File: config.mk
export PLATFORM = sky130hd
export DESIGN_NAME = sliding_median_with_bypass
export DESIGN_NICKNAME = d
export VERILOG_FILES = /design/src/rtl/smbp_pkg.sv /design/src/rtl/smbp_cell.sv /design/src/rtl/sliding_median_with_bypass.sv
export VERILOG_INCLUDE_DIRS = /design/src /design/src/rtl
export SDC_FILE = /design/constraint.sdc
export NUM_CORES = 2
export LEC_CHECK = 0
export BUFFER_PORTS_ARGS = -buffer_cell sky130_fd_sc_hd__buf_2
export CORE_MARGIN = 4
export CORE_UTILIZATION = 40
export CTS_CLUSTER_SIZE = 16
export DETAILED_ROUTE_END_ITERATION = 8
export SLEW_MARGIN = 10
export SYNTH_ARGS = -nofsm -noshare
export SYNTH_HDL_FRONTEND = slang
export SYNTH_SLANG_ARGS = --single-unit
File: constraint.sdc
create_clock -name clk -period 13.1 [get_ports clk]
set_input_delay 1.965 -clock clk [delete_from_list [all_inputs] [get_ports clk]]
set_output_delay 1.965 -clock clk [all_outputs]
set_load 0.03 [all_outputs]
File: src/rtl/sliding_median_with_bypass_defines.svh
// assertion macros for the sliding median block
`ifndef SLIDING_MEDIAN_WITH_BYPASS_DEFINES_SVH
`define SLIDING_MEDIAN_WITH_BYPASS_DEFINES_SVH

`ifndef ASSERT_OFF

`define SMBP_ASSERT(lbl, clk_s, rst_s, prop) \
  lbl: assert property (@(posedge clk_s) disable iff (rst_s) prop) \
    else $error("smbp assertion failed");

`define SMBP_ASSERT_ALWAYS(lbl, clk_s, prop) \
  lbl: assert property (@(posedge clk_s) prop) \
    else $error("smbp assertion failed");

`else

`define SMBP_ASSERT(lbl, clk_s, rst_s, prop)

`define SMBP_ASSERT_ALWAYS(lbl, clk_s, prop)

`endif

`endif

File: src/rtl/smbp_pkg.sv
`timescale 1ns / 1ps

package smbp_pkg;

  localparam int WINDOW   = 20;
  localparam int SAMPLE_W = 16;
  localparam int HALF_W   = 17;
  localparam int CNT_W    = 5;
  localparam int AGE_W    = $clog2(WINDOW);
  localparam int ADDR_W   = 3;
  localparam int DATA_W   = 32;
  localparam int THR_W    = 16;

  localparam logic [CNT_W-1:0]  HIST_DEPTH      = CNT_W'(WINDOW - 1);
  localparam logic [AGE_W-1:0]  AGE_LAST        = AGE_W'(WINDOW - 1);
  localparam logic [THR_W-1:0]  THRESHOLD_RESET = 16'd16384;
  localparam logic [ADDR_W-3:0] REG_THRESHOLD   = '0;

  typedef struct packed {
    logic [SAMPLE_W-1:0] val;
    logic [AGE_W-1:0]    age;
  } slot_t;

  typedef struct packed {
    logic rank_en;
    logic shift_en;
    logic drop;
  } cell_ctrl_t;

endpackage

File: src/rtl/smbp_cell.sv
`timescale 1ns / 1ps

module smbp_cell
  import smbp_pkg::*;
(
  input  logic                       clk,
  input  cell_ctrl_t                 ctrl,
  input  logic signed [SAMPLE_W-1:0] sample,
  input  logic signed [SAMPLE_W-1:0] old_val,
  input  logic                       occ,
  input  logic                       lt_prev,
  input  slot_t                      prev_slot,
  input  slot_t                      next_win,
  output logic                       lt,
  output slot_t                      store,
  output slot_t                      win
);

  slot_t win_next;
  logic  gone;

  assign lt = occ && ($signed(store.val) < sample);

  always_comb begin
    if (lt) begin
      win_next.val = store.val;
      win_next.age = store.age + AGE_W'(1);
    end else if (lt_prev) begin
      win_next.val = sample;
      win_next.age = '0;
    end else begin
      win_next.val = prev_slot.val;
      win_next.age = prev_slot.age + AGE_W'(1);
    end
  end

  // window is ordered by value then age, so the dropped slot splits it in two
  assign gone = ctrl.drop && (($signed(win.val) > old_val) ||
                              (($signed(win.val) == old_val) && (win.age == AGE_LAST)));

  always_ff @(posedge clk) begin
    if (ctrl.rank_en) begin
      win <= win_next;
    end
    if (ctrl.shift_en) begin
      store <= gone ? next_win : win;
    end
  end

endmodule

File: src/rtl/sliding_median_with_bypass.sv
`timescale 1ns / 1ps
// channel  | handshake            | payload
// in       | in_valid / in_ready  | sample
// out      | out_valid / out_ready| filtered_half, bypassed, fill_count
// config   | psel/penable/pwrite  | paddr, pwdata, prdata (bypass_threshold)
//
// each item steps through capture, rank against the sorted cell row, median select
// with row shift, then threshold compare into the output register.
// the output register frees the input side: a new item is taken while a result waits.
// the compare step holds while the output register is still full.
// reset clears the fill count and output valid and sets the threshold to 16384.

`include "sliding_median_with_bypass_defines.svh"

module sliding_median_with_bypass
  import smbp_pkg::*;
(
  input  logic                       clk,
  input  logic                       rst,
  input  logic                       in_valid,
  output logic                       in_ready,
  input  logic signed [SAMPLE_W-1:0] sample,
  output logic                       out_valid,
  input  logic                       out_ready,
  output logic signed [HALF_W-1:0]   filtered_half,
  output logic                       bypassed,
  output logic [CNT_W-1:0]           fill_count,
  input  logic                       psel,
  input  logic                       penable,
  input  logic                       pwrite,
  input  logic [ADDR_W-1:0]          paddr,
  input  logic [DATA_W-1:0]          pwdata,
  output logic [DATA_W-1:0]          prdata,
  output logic                       pready
);

  typedef enum logic [1:0] {S_IDLE, S_RANK, S_MED, S_OUT} state_t;

  state_t                     state;
  logic [CNT_W-1:0]           fill;
  logic [CNT_W-1:0]           fill_next;
  logic [CNT_W-1:0]           n_reg;
  logic signed [SAMPLE_W-1:0] sample_reg;
  logic signed [SAMPLE_W-1:0] old_val;
  logic signed [SAMPLE_W-1:0] old_val_next;
  logic signed [HALF_W-1:0]   med_half;
  logic signed [HALF_W-1:0]   med_next;
  logic [THR_W-1:0]           threshold;

  cell_ctrl_t                 ctrl;
  slot_t                      store_s [WINDOW];
  slot_t                      win_s   [WINDOW];
  logic [WINDOW-1:0]          lt_v;
  logic [WINDOW-1:0]          occ_v;

  logic [CNT_W-1:0]           lo_idx;
  logic [CNT_W-1:0]           hi_idx;
  logic [SAMPLE_W-1:0]        lo_val;
  logic [SAMPLE_W-1:0]        hi_val;
  logic signed [HALF_W:0]     diff;
  logic [HALF_W:0]            mag;
  logic                       hit;
  logic                       cfg_wr;

  assign in_ready = (state == S_IDLE);

  assign ctrl.rank_en  = (state == S_RANK);
  assign ctrl.shift_en = (state == S_MED);
  assign ctrl.drop     = (fill == HIST_DEPTH);

  genvar i;
  generate
    for (i = 0; i < WINDOW; i++) begin : g_cell
      localparam logic [CNT_W-1:0] IDX = CNT_W'(i);
      assign occ_v[i] = (IDX < fill);
      if (i == 0) begin : g_first
        smbp_cell u_cell (
          .clk       (clk),
          .ctrl      (ctrl),
          .sample    (sample_reg),
          .old_val   (old_val),
          .occ       (occ_v[i]),
          .lt_prev   (1'b1),
          .prev_slot ('0),
          .next_win  (win_s[i+1]),
          .lt        (lt_v[i]),
          .store     (store_s[i]),
          .win       (win_s[i])
        );
      end else if (i == WINDOW - 1) begin : g_last
        smbp_cell u_cell (
          .clk       (clk),
          .ctrl      (ctrl),
          .sample    (sample_reg),
          .old_val   (old_val),
          .occ       (occ_v[i]),
          .lt_prev   (lt_v[i-1]),
          .prev_slot (store_s[i-1]),
          .next_win  ('0),
          .lt        (lt_v[i]),
          .store     (store_s[i]),
          .win       (win_s[i])
        );
      end else begin : g_mid
        smbp_cell u_cell (
          .clk       (clk),
          .ctrl      (ctrl),
          .sample    (sample_reg),
          .old_val   (old_val),
          .occ       (occ_v[i]),
          .lt_prev   (lt_v[i-1]),
          .prev_slot (store_s[i-1]),
          .next_win  (win_s[i+1]),
          .lt        (lt_v[i]),
          .store     (store_s[i]),
          .win       (win_s[i])
        );
      end
    end
  endgenerate

  // oldest kept sample
  always_comb begin
    old_val_next = '0;
    for (int k = 0; k < WINDOW; k++) begin
      if (occ_v[k] && (CNT_W'(store_s[k].age) == fill - CNT_W'(1))) begin
        old_val_next = old_val_next | $signed(store_s[k].val);
      end
    end
  end

  // middle slots of the window
  assign lo_idx = fill >> 1;
  assign hi_idx = (fill + CNT_W'(1)) >> 1;

  always_comb begin
    lo_val = '0;
    hi_val = '0;
    for (int k = 0; k < WINDOW; k++) begin
      if (CNT_W'(k) == lo_idx) begin
        lo_val = lo_val | win_s[k].val;
      end
      if (CNT_W'(k) == hi_idx) begin
        hi_val = hi_val | win_s[k].val;
      end
    end
  end

  assign med_next  = HALF_W'($signed(lo_val)) + HALF_W'($signed(hi_val));
  assign fill_next = (fill == HIST_DEPTH) ? HIST_DEPTH : fill + CNT_W'(1);

  assign diff = $signed({sample_reg[SAMPLE_W-1], sample_reg, 1'b0})
              - $signed({med_half[HALF_W-1], med_half});
  assign mag  = diff[HALF_W] ? (HALF_W+1)'(-diff) : (HALF_W+1)'(diff);
  assign hit  = (mag > {1'b0, threshold, 1'b0});

  always_ff @(posedge clk) begin
    if (rst) begin
      state     <= S_IDLE;
      fill      <= '0;
      out_valid <= 1'b0;
    end else begin
      if (out_ready && (state != S_OUT)) begin
        out_valid <= 1'b0;
      end
      case (state)
        S_IDLE: begin
          if (in_valid) begin
            sample_reg <= sample;
            state      <= S_RANK;
          end
        end
        S_RANK: begin
          old_val <= old_val_next;
          state   <= S_MED;
        end
        S_MED: begin
          med_half <= med_next;
          n_reg    <= fill + CNT_W'(1);
          fill     <= fill_next;
          state    <= S_OUT;
        end
        S_OUT: begin
          if (!out_valid || out_ready) begin
            filtered_half <= hit ? $signed({sample_reg, 1'b0}) : med_half;
            bypassed      <= hit;
            fill_count    <= n_reg;
            out_valid     <= 1'b1;
            state         <= S_IDLE;
          end
        end
        default: begin
          state <= S_IDLE;
        end
      endcase
    end
  end

  assign cfg_wr = psel && penable && pwrite && pready
               && (paddr[ADDR_W-1:2] == REG_THRESHOLD);

  always_ff @(posedge clk) begin
    if (rst) begin
      threshold <= THRESHOLD_RESET;
    end else if (cfg_wr) begin
      threshold <= pwdata[THR_W-1:0];
    end
  end

  assign pready = 1'b1;
  assign prdata = (paddr[ADDR_W-1:2] == REG_THRESHOLD) ? DATA_W'(threshold) : '0;

  `SMBP_ASSERT(a_fill_bound, clk, rst, fill <= HIST_DEPTH)
  `SMBP_ASSERT(a_row_sorted, clk, rst, (lt_v & (lt_v + WINDOW'(1))) == '0)
  `SMBP_ASSERT(a_fill_step, clk, rst, (state == S_MED) |=> ((fill == $past(fill) + CNT_W'(1)) || ((fill == HIST_DEPTH) && ($past(fill) == HIST_DEPTH))))
  `SMBP_ASSERT_ALWAYS(a_rst_idle, clk, $past(rst) |-> (!out_valid && in_ready))

endmodule

==> impl_metrics.csv <==
group,metric,value,unit
die,num_rows,148,
worst_setup_path,crit_path_end_kind,"register",
clock_network,cts_sinks,941,
detailed_routing,viasPerCell,6.548,
min_path,hold_depth,0,
yosys,yosys_warnings,0,
yosys,synth_top_area_share,41.66,%
die,io_pins,116,
flow_run,maxCapViolCount,0,
clock_network,cts_root_buf,"clkbuf_16",
finish,final_cell_mix,"edfxtp_1 (917), ha_1 (693), nand2_1 (408)",
die,die_x,414.5,µm
clock_network,cts_max_path_buffers,3,
detailed_routing,drc_errors,0,
clock_network,cts_max_level,3,
yosys,synth_cell_types,90,
clock_network,cts_setup_buffers,0,
die,fp.dieH,414.5,µm
yosys,synth_edf_count,917,
placement,globalplace.congestion,1.008,
sta,hold_violations,0,
sta,rsz0062_at_grt,"no",
sta,finalSetupViolations,0,
global_route,grt_usage,31.54,%
pwr,peakVddDrop,0.0002007,V
yosys,synth_top_area_cell,"edfxtp_1",
global_route,grt_pass1_wl,392700,µm
worst_setup_path,required,13.62,ns
placement,hpwlAfterDp,211900,µm
detailed_routing,drt_iter0_markers,7845,
clock_network,ctsHoldBuffers,0,
yosys,ys_ff_latch,941,
die,start_util,40.42,%
finish,reg_top3,"g_cell.g_mid.u_cell.store (378), g_cell.g_mid.u_cell.win (378)",
finish,layout-drive-gt1-share,14.35,%
run_status,status,"complete, no violations",
finish,utilization,44.90,%
detailed_routing,drt-pass1-iter-count,9,
worst_setup_path,critPathMaxFanout,22,
sta,period_minus_slack,7.276,ns
worst_setup_path,critPathKind,"register to register",
pwr,p_leak,28.42,nW
clock_network,ctsResizeCount,0,
sta,fin_tns_setup,0,ns
yosys,synth_ff_type,"edfxtp_1",
global_route,antenna_found_initial,16,
finish,syn_to_final_growth,11.08,%
finish,fin_nets,6927,
yosys,syn_area_per_cell,10.81,µm²
finish,fillers,15229,
sta,drv_slew,0,
yosys,async_flop_share,0,%
worst_setup_path,ff2ff_path_depth,23,
global_route,grt_pass1_vias,52835,
clock_network,path_clk_slew,0.06,ns
die,core,0.1635,mm²
die,die_area,0.1718,mm²
yosys,synthTopCellsByArea,"edfxtp_1 (42%), ha_1 (13%), mux2_2 (6.2%)",
sta,worst_hold_slack,0.4183,ns
sta,worstMarginPinSlew,1.473,ns
finish,postLayoutCellArea,0.07342,mm²
global_route,grt_max_degree,158,
detailed_routing,wirelength,282100,µm
yosys,synth_cells,6116,
detailed_routing,routedWlPerCell,33.40,µm
placement,postPlaceCellArea,0.06981,mm²
clock_network,cts_tree,"built",
clock_network,cts_buffers,111,
detailed_routing,route.antenna.remaining_nets,0,
worst_setup_path,cp_data_arrival_time,7.80,ns
detailed_routing,num_vias,55302,
finish,mostFrequentLayoutCell,"edfxtp_1",
placement,port_buffers,80,
clock_network,clk-insertion-delay-late,0.80,ns
yosys,netlist_area,0.06610,mm²
sta,maxSlewHeadroom,1.597,%
worst_setup_path,cp-start-kind,"register",
pwr,fin_total_pwr,0.01556,W
sta,final.setup_skew,0.04542,ns
yosys,ys_seq_area_share,42.39,%
global_route,grt-ovfl-total,0,
min_path,hold_path.class,"register to register",
sta,max_freq,137.4,MHz
pwr,p_per_area,211.9,mW/mm²
sta,timing.final.crit_share,55.54,%
area by class of cell:
cell class / count / area, µm² / area share (%)
tap: 2175 / 2721 / 3.707
timing repair buffer: 264 / 1819 / 2.478
inverter: 149 / 559.3 / 0.7618
sequential: 941 / 28020 / 38.17
multi-input combinational: 4704 / 36690 / 49.97
clock inverter: 65 / 658.1 / 0.8964
antenna: 7 / 17.52 / 0.02386
clock buffer: 140 / 2938 / 4.001
path summary, 6_finish.rpt:
check | startpoint | endpoint | slack (ns)
min reg2reg | n_reg[1] | fill_count[1] | 0.42
min | n_reg[1] | fill_count[1] | 0.42
max reg2reg | fill[0] | med_half[16] | 5.82
max | fill[0] | med_half[16] | 5.82
synthesized netlist by cell type (10+ instances only):
cell / instances
mux2_2: 366
a21o_1: 136
nand2b_1: 60
dfxtp_1: 24
and4_1: 14
nand2_1: 410
o21ai_1: 11
a21oi_1: 363
nor2b_1: 63
or4_1: 20
mux2i_1: 339
buf_1: 17
buf_2: 87
ha_1: 696
xor2_1: 78
clkbuf_1: 212
o211ai_1: 52
inv_1: 148
nand4_1: 150
a31oi_1: 30
o21ai_0: 288
nand3_1: 158
or2_2: 10
o21ba_2: 10
or3_1: 12
buf_4: 19
nor3_1: 67
a2111oi_0: 13
nor2_1: 406
o21a_1: 78
o22ai_1: 36
o2111ai_1: 12
and2_1: 25
a22oi_1: 81
o31ai_1: 22
edfxtp_1: 917
and3_1: 65
xnor2_1: 125
a211oi_1: 36
a221oi_1: 143
nor4_1: 10
a22o_1: 104
a222oi_1: 67
nand3b_1: 12
routing by layer:
layer	vias to the layer above	GRT usage [%]	routed length, µm
met5	-	0	59
met3	738	9.524	32380
met2	3278	47.69	121800
met1	27380	40.18	109100
met4	8	17.68	18720
li1	23898	-	-
stage by stage:
stage          worst slack [ns]  std cells
4_1_cts                   6.037       8438
6_report                  5.824       8445
2_1_floorplan             1.095       6131
3_5_place_dp              6.085       8233
5_1_grt                   5.484       8438
3_3_place_gp              6.135       8233
cell families after synthesis:
logic type,after synthesis,synth area share [%]
other,2,0.01136
multiplexers,705,11.37
flip-flops,941,42.39
adder cells (fa/ha/maj),698,13.24
buffers and inverters,486,3.069
XOR/XNOR,203,2.690
AND/OR/NAND/NOR,1520,11.14
AO/OA/AOI/OAI,1561,16.10
where the power goes:
| part | switching, W | internal [W] |
|---|---|---|
| clock network | 0.00141 | 0.00179 |
| registers | 0.00160 | 0.00481 |
| logic | 0.00365 | 0.00231 |
worst max-delay path, cell delays in order, from the launching register on:
cell and delay, ns:
dfxtp_2 0.56, inv_1 0.25, buf_4 0.26, ha_2 0.64, buf_4 0.66, nand2_1 0.22
nor2_1 0.16, buf_4 0.32, a22o_1 0.20, a221oi_1 0.04, and3_1 0.17, nand4_1 0.09
ha_1 0.21, inv_1 0.07, fa_1 0.41, nor2b_1 0.11, o21ai_0 0.15, a21boi_0 0.29
o21ai_0 0.17, a21oi_1 0.56, a41oi_1 0.25, a2111oi_0 0.67, o21ai_0 0.21, a31o_2 0.29
Power figures use the tool's default switching activity.
